===== src/design/rbst_pkg.sv =====
// ----------------------------------------------------------------------------
// rbst_pkg
// Shared widths, codes, types and the saturation helper of the ray versus
// box slab test.
// ----------------------------------------------------------------------------
package rbst_pkg;

  localparam int COORD_WIDTH = 32;
  localparam int FRAC_BITS   = 16;

  localparam int DIV_W  = 2 * FRAC_BITS + 1;
  localparam int CNT_W  = $clog2(DIV_W + 1);
  localparam int REM_W  = COORD_WIDTH + 1;
  localparam int DIFF_W = COORD_WIDTH + 1;
  localparam int PROD_W = DIFF_W + COORD_WIDTH;
  localparam int SAT_W  = (PROD_W > DIV_W) ? PROD_W : DIV_W;
  localparam int NUM_AXES = 3;

  localparam logic FUNC_LOAD = 1'b0;
  localparam logic FUNC_TEST = 1'b1;

  typedef logic signed [COORD_WIDTH-1:0] coord_t;

  typedef enum logic [2:0] {
    ST_IDLE,
    ST_DIV,
    ST_DIV_END,
    ST_MUL,
    ST_SAT,
    ST_MERGE
  } state_t;

  typedef struct packed {
    logic load;
    logic div_step;
    logic div_end;
    logic test;
    logic mul;
    logic sat;
  } lane_ctl_t;

  typedef struct packed {
    coord_t t_enter;
    coord_t t_exit;
    logic   flat;
    logic   in_slab;
  } lane_res_t;

  function automatic coord_t sat_signed(input logic neg, input logic [SAT_W-1:0] mag);
    logic [SAT_W-1:0] lim_pos;
    logic [SAT_W-1:0] lim_neg;
    logic [SAT_W-1:0] negated;
    coord_t r;
    lim_pos = {{(SAT_W-COORD_WIDTH+1){1'b0}}, {(COORD_WIDTH-1){1'b1}}};
    lim_neg = lim_pos + 1'b1;
    negated = ~mag + 1'b1;
    if (!neg) begin
      r = (mag > lim_pos) ? lim_pos[COORD_WIDTH-1:0] : mag[COORD_WIDTH-1:0];
    end else begin
      r = (mag > lim_neg) ? {1'b1, {(COORD_WIDTH-1){1'b0}}} : negated[COORD_WIDTH-1:0];
    end
    return r;
  endfunction

endpackage


===== src/design/rbst_merge.sv =====
// ----------------------------------------------------------------------------
// rbst_merge
// Combines the per-axis distances of the lanes with the stored interval and
// decides hit or miss.
// ----------------------------------------------------------------------------
module rbst_merge
  import rbst_pkg::*;
(
  input  lane_res_t lanes [NUM_AXES],
  input  coord_t    start_t,
  input  coord_t    end_t,
  output logic      hit
);

  coord_t lo;
  coord_t hi;
  logic   pass;

  always_comb begin
    lo   = start_t;
    hi   = end_t;
    pass = 1'b1;
    for (int a = 0; a < NUM_AXES; a++) begin
      if (lanes[a].flat) begin
        pass = pass & lanes[a].in_slab;
      end else begin
        if (lanes[a].t_enter > lo) begin
          lo = lanes[a].t_enter;
        end
        if (lanes[a].t_exit < hi) begin
          hi = lanes[a].t_exit;
        end
      end
    end
    hit = pass && (hi > lo);
  end

endmodule


===== config.mk =====
export PLATFORM = sky130hd
export DESIGN_NAME = rbst_merge
export DESIGN_NICKNAME = d
export VERILOG_FILES = /design/src/design/rbst_pkg.sv /design/src/design/rbst_merge.sv
export SDC_FILE = /design/constraint.sdc
export NUM_CORES = 1
export LEC_CHECK = 0
export CAP_MARGIN = 40
export CORE_UTILIZATION = 39
export DETAILED_ROUTE_END_ITERATION = 10
export DONT_BUFFER_PORTS = 1
export PLACE_DENSITY = 0.52
export SYNTH_ARGS = -nofsm -noshare
export SYNTH_HDL_FRONTEND = slang
export SYNTH_SLANG_ARGS = --single-unit
export TNS_END_PERCENT = 5

===== constraint.sdc =====
create_clock -name vclk -period 35.1
set_clock_uncertainty 0.2 [all_clocks]
set_input_delay 3.51 -clock vclk [all_inputs]
set_output_delay 3.51 -clock vclk [all_outputs]
set_load 0.05 [all_outputs]

Yosys cells after proc, flatten, opt, wreduce, memory -nomap -nowiden
Cells that the tools add are included.
{ "totals": {"regBits": 0, "output_inout_bits": 1, "wordCells": 25} }
{ "classes": {"order_cmp": 7, "muxes": 15, "bitwise_logic": 2, "reduce_logical": 1} }
{ "op_table": {"columns": ["op", "n"], "rows": [
  ["two-way mux 32 bit", 12],
  ["> comparator 32 bit", 4],
  ["< comparator 32 bit", 3],
  ["two-way mux 1 bit", 3],
  ["bitwise AND 1 bit", 2],
  ["logical AND 1 bit", 1]
]} }

Depth between registers and ports, before layout
Gate-level depths: netlist of run 1.
{ "depth": {"depth_word": 11, "ltp_mapped": 51, "depth_no_buf": 46} }

Least setup slack after synthesis of run 1
OpenSTA, ideal clock, no wires.
{ "synth_path": {"path_type": "input to output", "from": "input port start_t[12]", "to": "output port hit", "arrival_ns": 13.692, "required_ns": 31.390, "slack_ns": 17.698, "stages": 51, "n_path_buf": 5, "cell_sequence": "inv_1 > ha_1 > nand3_1 > nor3_2 > o311ai_1 > a31o_1 > and4b_1 > nor2_2 > clkbuf_1 > mux2_2 > inv_1 > ha_1 > a21o_1 > a21o_1 > a21oi_1 > o21ai_0 > a211o_1 > a21o_1 > [15 not listed] > mux2i_1 > nor3_1 > or3b_1 > buf_2 > buf_6 > o221ai_2 > ha_1 > nor2b_1 > o21a_1 > o21a_1 > o21a_1 > o21a_1 > o21a_1 > o21a_1 > o21a_1 > o21ai_0 > a21oi_1 > nor4bb_1"} }
{ "synth_via": {"elab_chain_len": 11} }
{ "synth_lines": {"columns": ["element", "line", "text"], "rows": [
  ["from (decl)", "rbst_merge.sv:10", "input coord_t start_t,"],
  ["> comparator 32 bit", "rbst_merge.sv:27", "if (lanes[a].t_enter > lo) begin"],
  ["two-way mux 32 bit", "rbst_merge.sv:27", null],
  ["two-way mux 32 bit *", "rbst_merge.sv:24", "if (lanes[a].flat) begin"],
  ["> comparator 32 bit", "rbst_merge.sv:27", null],
  ["two-way mux 32 bit", "rbst_merge.sv:27", null],
  ["two-way mux 32 bit *", "rbst_merge.sv:24", null],
  ["> comparator 32 bit", "rbst_merge.sv:27", null],
  ["two-way mux 32 bit", "rbst_merge.sv:27", null],
  ["two-way mux 32 bit *", "rbst_merge.sv:24", null],
  ["> comparator 32 bit *", "rbst_merge.sv:35", "hit = pass && (hi > lo);"],
  ["logical AND 1 bit *", "rbst_merge.sv:35", null],
  ["to (decl)", "rbst_merge.sv:12", "output logic hit"]
]} }
Mark *: on every way between the ends. The rest lies on a longest branch, timed or not.

Worst setup path in the final report of run 1
{ "layout_path": {"from": "input port end_t[11]", "to": "output port hit"} }
{ "layout_via": {"elab_chain_len": 11} }
{ "layout_lines": {"columns": ["element", "line", "text"], "rows": [
  ["from (decl)", "rbst_merge.sv:11", "input coord_t end_t,"],
  ["< comparator 32 bit", "rbst_merge.sv:30", "if (lanes[a].t_exit < hi) begin"],
  ["two-way mux 32 bit", "rbst_merge.sv:30", null],
  ["two-way mux 32 bit *", "rbst_merge.sv:24", null],
  ["< comparator 32 bit", "rbst_merge.sv:30", null],
  ["two-way mux 32 bit", "rbst_merge.sv:30", null],
  ["two-way mux 32 bit *", "rbst_merge.sv:24", null],
  ["< comparator 32 bit", "rbst_merge.sv:30", null],
  ["two-way mux 32 bit", "rbst_merge.sv:30", null],
  ["two-way mux 32 bit *", "rbst_merge.sv:24", null],
  ["> comparator 32 bit *", "rbst_merge.sv:35", null],
  ["logical AND 1 bit *", "rbst_merge.sv:35", null]
]} }
Marks and branches as above.

==> results.yml, run 1 <==
clock_network:
  cts_resized: 0
  hold_buffers: 0
  post_cts_buffers: 0
setup_path:
  critPathMostFrequentCell: "o21a_1"
  end_kind: "primary output"
  crit_cells: 48
  crit_arrival_ns: 14.61
  worstSetupStartpointType: "primary input"
  crit_required_ns: 31.39
  cp_top_family: "compound AO/OA/AOI/OAI gates"
  path_class: "in2out"
  crit_slowest_cell: "xnor2_2"
  cp.buffers_inverters: 5
  crit_path_max_fanout: 32
  max_stage_delay_ns: 0.65
final_layout:
  sequential_cell_total: 0
  drive_gt1_frac: 0.0885
  antenna_cells: 0
  layout_commonest_cell: "ha_1"
  layout.nets: 1545
  register_area_sq_um: 0
  final_cell_mix: "ha_1 (219), inv_1 (134), nand4_1 (65), mux2i_1 (65), a21o_1 (62)"
  area_growth_pct: 3.94
  clkbuf_count: 0
synthesis:
  synth_fp_nets: 1573
  synth.cell_area_sq_mm: 0.00845
  syn_avg_cell_area_sq_um: 7.73
  synth.largest_area_cell: "ha_1"
  synthCells: 1092
  yosysTopAreaCellShare: 0.324
  synth_area_leaders: "ha_1 (32%), mux2i_1 (7.7%), inv_1 (6.0%), a21o_1 (5.5%), o221ai_2 (5.3%)"
  synth_cell_type_count: 62
  yosys_warnings: 0
  ys_seq_area_frac: 0
floorplanning:
  dieHeight_um: 149
  ios: 263
  core_area_sq_mm: 0.0212
  die-area_sq_mm: 0.0222
  rows: 53
  initial_core_util: 0.399
  die_w_um: 149
grt:
  antenna_found_initial: 0
  grt_pass1_vias: 7852
  grt_pass1_wl_um: 40600
  track_usage: 0.229
  grt_start_max_net_pins: 36
  grt-ovfl-total: 0
hold_path:
  whs_endpoint: "hit"
  hp-start: "lanes[1]"
  hold_class: "in2out"
  whs_path_depth: 4
placement:
  routabilityCongestion: 0.861
  place_ws_ns: 16.57
  portBuffers: 0
  hpwl_um: 23700
sta:
  slew_headroom: 0.401
  post-route-period-util: 0.522
  setup_viol: 0
  tightest_slew_ns: 0.876
  timing_hold_violations_final: 0
  max_freq_mhz: 54.6
  drv_slew: 0
  fin_ws_ns: 16.78
  period_minus_slack_ns: 18.32
  rsz0062_at_grt: "false"
  fin_setup_tns_ns: 0
status:
  status: "finished, final reports clean"
run:
  max-cap-violations: 0
power_and_ir_drop:
  total_leakage_power_nw: 4.35
  power.density_mw_per_mm2: 30.0
  total_power_mw: 0.263
  irDropWorstVdd_mv: 0.0169
route:
  drtPass1Iterations: 5
  via_per_inst: 5.87
  drt_iter0_markers: 305
  wl_per_cell_um: 19.6
  vias: 7849
  post-route-drc-count: 0
  ant_nets: 0
  wl_um: 26300
==> kinds of logic (layout without fill, tap and decap cells) <==
group                      count (synthesis)  after routing  synth area share
and+or+nand+nor                          290            290             0.195
muxes                                     97             97             0.121
AOI/OAI and AO/OA                        300            300             0.269
buffers and inverters                    179            149            0.0839
adders and majority gates                220            220             0.326
xor gates and xnor gates                   6              6           0.00622
==> per-layer routing <==
metal  routed length (um)  GRT usage  vias up  part of all wire
li1                     -          -     4086                 -
met1                11800      0.299     3497              0.45
met2                11800      0.393      252              0.45
met3                 2410     0.0511       14             0.092
met4                  267     0.0209        0             0.010
met5                    0          0        -                 0
==> power breakdown <==
part / switching (mW) / internal (mW) / leakage (nW) / total (mW)
clock: 0 / 0 / 0 / 0
sequential: 0 / 0 / 0 / 0
combinational: 0.144 / 0.119 / 4.35 / 0.263
total: 0.144 / 0.119 / 4.35 / 0.263
==> worst max-delay path by stage <==
stage / endpoint / slack [ns] / start
floorplan: hit / 17.70 / start_t[12]
global placement: hit / 16.58 / end_t[11]
detailed placement: hit / 16.57 / end_t[11]
CTS: hit / 16.58 / end_t[11]
global route: hit / 15.80 / end_t[11]
finish: hit / 16.78 / end_t[11]
==> tightest hold or removal path, delay by kind of cell <==
kind | cells | cell delay, ns
AO/OA/AOI/OAI | 1 | 0.09
buffers and inverters | 1 | 0.19
AND/OR/NAND/NOR | 2 | 0.10
==> layout make-up <==
class                      count  area, sq um
fill                        2209        12400
timing repair buffer          14          136
inverter                     135          507
tap                          275          344
multi-input combinational    913         7790
==> cells in the mapped netlist, types with 2 or more instances <==
library cell,number
o31ai_1,34
mux2i_1,65
nor2b_1,13
o221ai_2,30
nor3_1,12
mux2_2,30
a31o_2,2
o2111ai_1,2
nor3_2,2
o21ai_0,61
a31oi_1,3
a211o_1,4
a21oi_1,47
nand3_1,47
a311oi_1,2
nand2_1,26
buf_6,3
a21o_1,62
or4_1,2
nor2_1,28
o31a_1,2
ha_1,219
xor2_1,3
nand2b_1,40
clkbuf_1,30
o22ai_1,4
or2_2,2
a211oi_1,7
o21a_1,17
and4_1,7
inv_1,134
and2_1,33
a41oi_1,4
xnor2_1,3
mux2_4,2
nor3b_1,2
and3_1,3
a2111oi_0,4
buf_2,11
o221ai_1,2
nand4_1,65
nor4_1,3
==> per-stage QoR <==
step | utilization | hold WS [ns] | std cells | area, sq um
finish | 0.415 | 7.20 | 1337 | 8780
global route | 0.415 | 7.24 | 1337 | 8780
CTS | 0.415 | 7.21 | 1337 | 8780
detailed placement | 0.415 | 7.21 | 1337 | 8780
global placement | 0.412 | 7.21 | 1334 | 8720
floorplan | - | 7.12 | 1092 | 8450
No activity file was read; power rests on OpenSTA's default activity.
==> run 2, diff against run 1 <==
Clock period 35.1 ns to 17.6 ns, I/O delays scaled along.
==> run 2 against run 1 <==
  * Global-route usage shrank 0.096 points
  * Design area down 0.21%
  * Cell count is essentially flat
  * Power grew 100%
==> results.yml, run 2 (same netlist as run 1, synthesis figures left out) <==
placement:
  place_ws_ns: 2.51
  routabilityCongestion: 0.912
  hpwl_um: 23800
  portBuffers: 0
  placed_area_sq_mm: 0.00876
grt:
  grt-ovfl-total: 0
  busiest_layer: "met2"
  grt_pass1_wl_um: 40200
  grt_pass1_vias: 7605
  grt_start_max_net_pins: 36
  antenna_found_initial: 0
  use_met2: 0.388
  use_met1: 0.301
  track_usage: 0.228
  met3_usage: 0.0526
final_layout:
  drive_gt1_frac: 0.0877
  fill_cells: 2213
  area_growth_pct: 3.72
  sequential_cell_total: 0
  fin_area_sq_mm: 0.00876
  layout_commonest_cell: "ha_1"
  final_cell_mix: "ha_1 (219), inv_1 (134), nand4_1 (65), mux2i_1 (65), a21o_1 (62)"
  antenna_cells: 0
  layout.nets: 1544
  clkbuf_count: 0
  multiInputGateArea_sq_mm: 0.00779
  register_area_sq_um: 0
route:
  vias: 7787
  wl_um: 26300
  wl_per_cell_um: 19.7
  drtPass1Iterations: 4
  via_per_inst: 5.83
  drt_iter0_markers: 207
  post-route-drc-count: 0
  ant_nets: 0
sta:
  drv_slew: 0
  tightest_slew_ns: 0.884
  setup_viol: 0
  fin_setup_tns_ns: 0
  fin_ws_ns: 2.62
  rsz0062_at_grt: "false"
  slew_headroom: 0.410
  max_freq_mhz: 66.7
  post-route-period-util: 0.851
  period_minus_slack_ns: 14.98
  timing_hold_violations_final: 0
setup_path:
  end_kind: "primary output"
  crit_arrival_ns: 13.02
  crit_required_ns: 15.64
  crit_path_max_fanout: 34
  max_stage_delay_ns: 0.75
  crit_slowest_cell: "or3b_1"
  path_class: "in2out"
  worstSetupStartpointType: "primary input"
  critPathMostFrequentCell: "a21o_1"
clock_network:
  cts_resized: 0
  post_cts_buffers: 0
  hold_buffers: 0
floorplanning:
  rows: 53
  core_area_sq_mm: 0.0212
  dieHeight_um: 149
  die_w_um: 149
  die-area_sq_mm: 0.0222
  ios: 263
  initial_core_util: 0.399
power_and_ir_drop:
  total_leakage_power_nw: 4.34
  irDropWorstVdd_mv: 0.0283
  power.density_mw_per_mm2: 60.1
status:
  status: "finished, final reports clean"
hold_path:
  hold_class: "in2out"
run:
  max-cap-violations: 0
-- run 2: path summary, 6_finish.rpt --
path | slack (ns) | to | from | cells after the start
worst max-delay path | 2.62 | hit | start_t[11] | 51
worst min-delay path | 3.72 | hit | lanes[1] | 4
-- run 2: critical path, delay by kind of cell --
family          cells  cell delay, ns
compound gates     23            3.65
fa+ha+maj           4            1.07
buf+inv             7            1.88
mux                 3            0.75
simple gates       14            3.89
-- run 2: through the flow --
| step | util | hold WS [ns] | std cells | power, mW |
|---|---|---|---|---|
| after global routing | 0.414 | 3.74 | 1336 | 0.596 |
| after detailed placement | 0.414 | 3.72 | 1336 | 0.529 |
| after global placement | 0.413 | 3.73 | 1335 | 0.523 |
| after floorplan | - | 3.62 | 1092 | 0.412 |
| after CTS | 0.414 | 3.72 | 1336 | 0.531 |
| final | 0.414 | 3.72 | 1336 | 0.527 |
-- run 2: routing by layer --
metal  up-vias  wire, um  share of wire
met1      3474     11900           0.45
li1       4064         -              -
met4         0       219         0.0083
met3        13      2410          0.092
met5         -         0              0
met2       236     11800           0.45
-- run 2: report_power, final --
| part | switching, mW | internal [mW] |
|---|---|---|
| clock network | 0 | 0 |
| logic | 0.291 | 0.236 |
| registers | 0 | 0 |
| total | 0.291 | 0.236 |
-- run 2: area by class of cell --
cell class,count,area share
tap,275,0.0393
multi-input combinational,913,0.889
inverter,135,0.0578
timing repair buffer,13,0.0134
==> run 3, diff against run 2 <==
Clock period 17.6 ns to 16.5 ns, I/O delays scaled along.
==> run 3 against run 2 <==
  * Power rose by 5.6%
  * Global-route usage rose by 0.19 points
  * Hold slack got worse by 0.23 ns
  * Via count rose by 0.58%
  * First-iteration DRC count rose by 19%
  * Die area did not move
  * Combinational power rose by 5.7%
  * Utilization barely moved
  * Sequential share of layout area did not move
==> results.yml, run 3 (same netlist as run 1, synthesis figures left out) <==
route:
  drtPass1Iterations: 4
  via_per_inst: 5.85
  wl_um: 26000
  vias: 7832
  drt_iter0_markers: 247
  post-route-drc-count: 0
  ant_nets: 0
  wl_per_cell_um: 19.5
run:
  max-cap-violations: 0
final_layout:
  fill_cells: 2207
  area_growth_pct: 3.66
  drive_gt1_frac: 0.0894
  multiInputGateArea_sq_mm: 0.00779
  clkbuf_count: 0
  antenna_cells: 0
  sequential_cell_total: 0
  layout.nets: 1546
  layout_commonest_cell: "ha_1"
  register_area_sq_um: 0
  final_cell_mix: "ha_1 (219), inv_1 (134), nand4_1 (65), mux2i_1 (65), a21o_1 (62)"
sta:
  setup_viol: 0
  timing_hold_violations_final: 0
  fin_setup_tns_ns: 0
  post-route-period-util: 0.878
  tightest_slew_ns: 0.882
  max_freq_mhz: 69.0
  rsz0062_at_grt: "false"
  slew_headroom: 0.406
  period_minus_slack_ns: 14.49
  drv_slew: 0
setup_path:
  end_kind: "primary output"
  crit_required_ns: 14.65
  worstSetupStartpointType: "primary input"
  max_stage_delay_ns: 0.79
  critPathMostFrequentCell: "o21a_1"
  crit_path_max_fanout: 34
  crit_slowest_cell: "nor4_1"
  path_class: "in2out"
  crit_arrival_ns: 12.64
hold_path:
  hold_class: "in2out"
clock_network:
  hold_buffers: 0
  post_cts_buffers: 0
  cts_resized: 0
placement:
  portBuffers: 0
  routabilityCongestion: 0.857
  hpwl_um: 23400
floorplanning:
  ios: 263
  die_w_um: 149
  rows: 53
  die-area_sq_mm: 0.0222
  core_area_sq_mm: 0.0212
  initial_core_util: 0.399
  dieHeight_um: 149
grt:
  grt-ovfl-total: 0
  antenna_found_initial: 0
  grt_pass1_vias: 7825
  grt_start_max_net_pins: 36
  grt_pass1_wl_um: 41000
  track_usage: 0.230
status:
  status: "finished, final reports clean"
power_and_ir_drop:
  total_power_mw: 0.557
  power.density_mw_per_mm2: 63.6
  total_leakage_power_nw: 4.34
  irDropWorstVdd_mv: 0.0235
-- run 3: cell count changes in the layout (fill, tap and decap cells not counted), sizes merged --
cell | before | now
buf | 13 | 15
-- run 3: power breakdown --
| group | total [mW] | switching, mW | internal (mW) |
|---|---|---|---|
| Sequential | 0 | 0 | 0 |
| Combinational | 0.557 | 0.307 | 0.250 |
| Clock | 0 | 0 | 0 |
-- run 3: through the flow --
| step | area (sq um) | cells | worst slack (ns) | utilization | hold WS, ns |
|---|---|---|---|---|---|
| finish | 8750 | 1338 | 2.01 | 0.414 | 3.49 |
| global placement | 8750 | 1338 | 1.80 | 0.414 | 3.50 |
| detailed placement | 8750 | 1338 | 1.80 | 0.414 | 3.50 |
| global route | 8750 | 1338 | 0.927 | 0.414 | 3.51 |
| floorplan | 8450 | 1092 | 2.82 | - | 3.40 |
| CTS | 8750 | 1338 | 1.78 | 0.414 | 3.50 |
-- run 3: final timing paths --
check / depth (start not counted) / slack [ns] / endpoint / startpoint
hold / removal: 4 / 3.49 / hit / lanes[1]
setup / recovery: 47 / 2.01 / hit / start_t[31]
-- run 3: metal layers --
metal / part of all wire / up-vias / global-route usage
met5: 0 / - / 0
met4: 0.013 / 0 / 0.0270
met3: 0.083 / 17 / 0.0416
met2: 0.44 / 220 / 0.387
met1: 0.46 / 3503 / 0.310
li1: - / 4092 / -
-- run 3: area by class of cell --
type,count,area share
well taps,275,0.0393
multi-input cells,913,0.890
repair buffers,15,0.0129
inverters,135,0.0579
-- run 3: critical path: cells and delay by family --
family | cells | cell delay, ns
and+or+nand+nor | 17 | 4.04
adders and majority gates | 4 | 1.20
AOI/OAI and AO/OA | 16 | 3.18
muxes | 3 | 0.69
buffers and inverters | 7 | 1.82
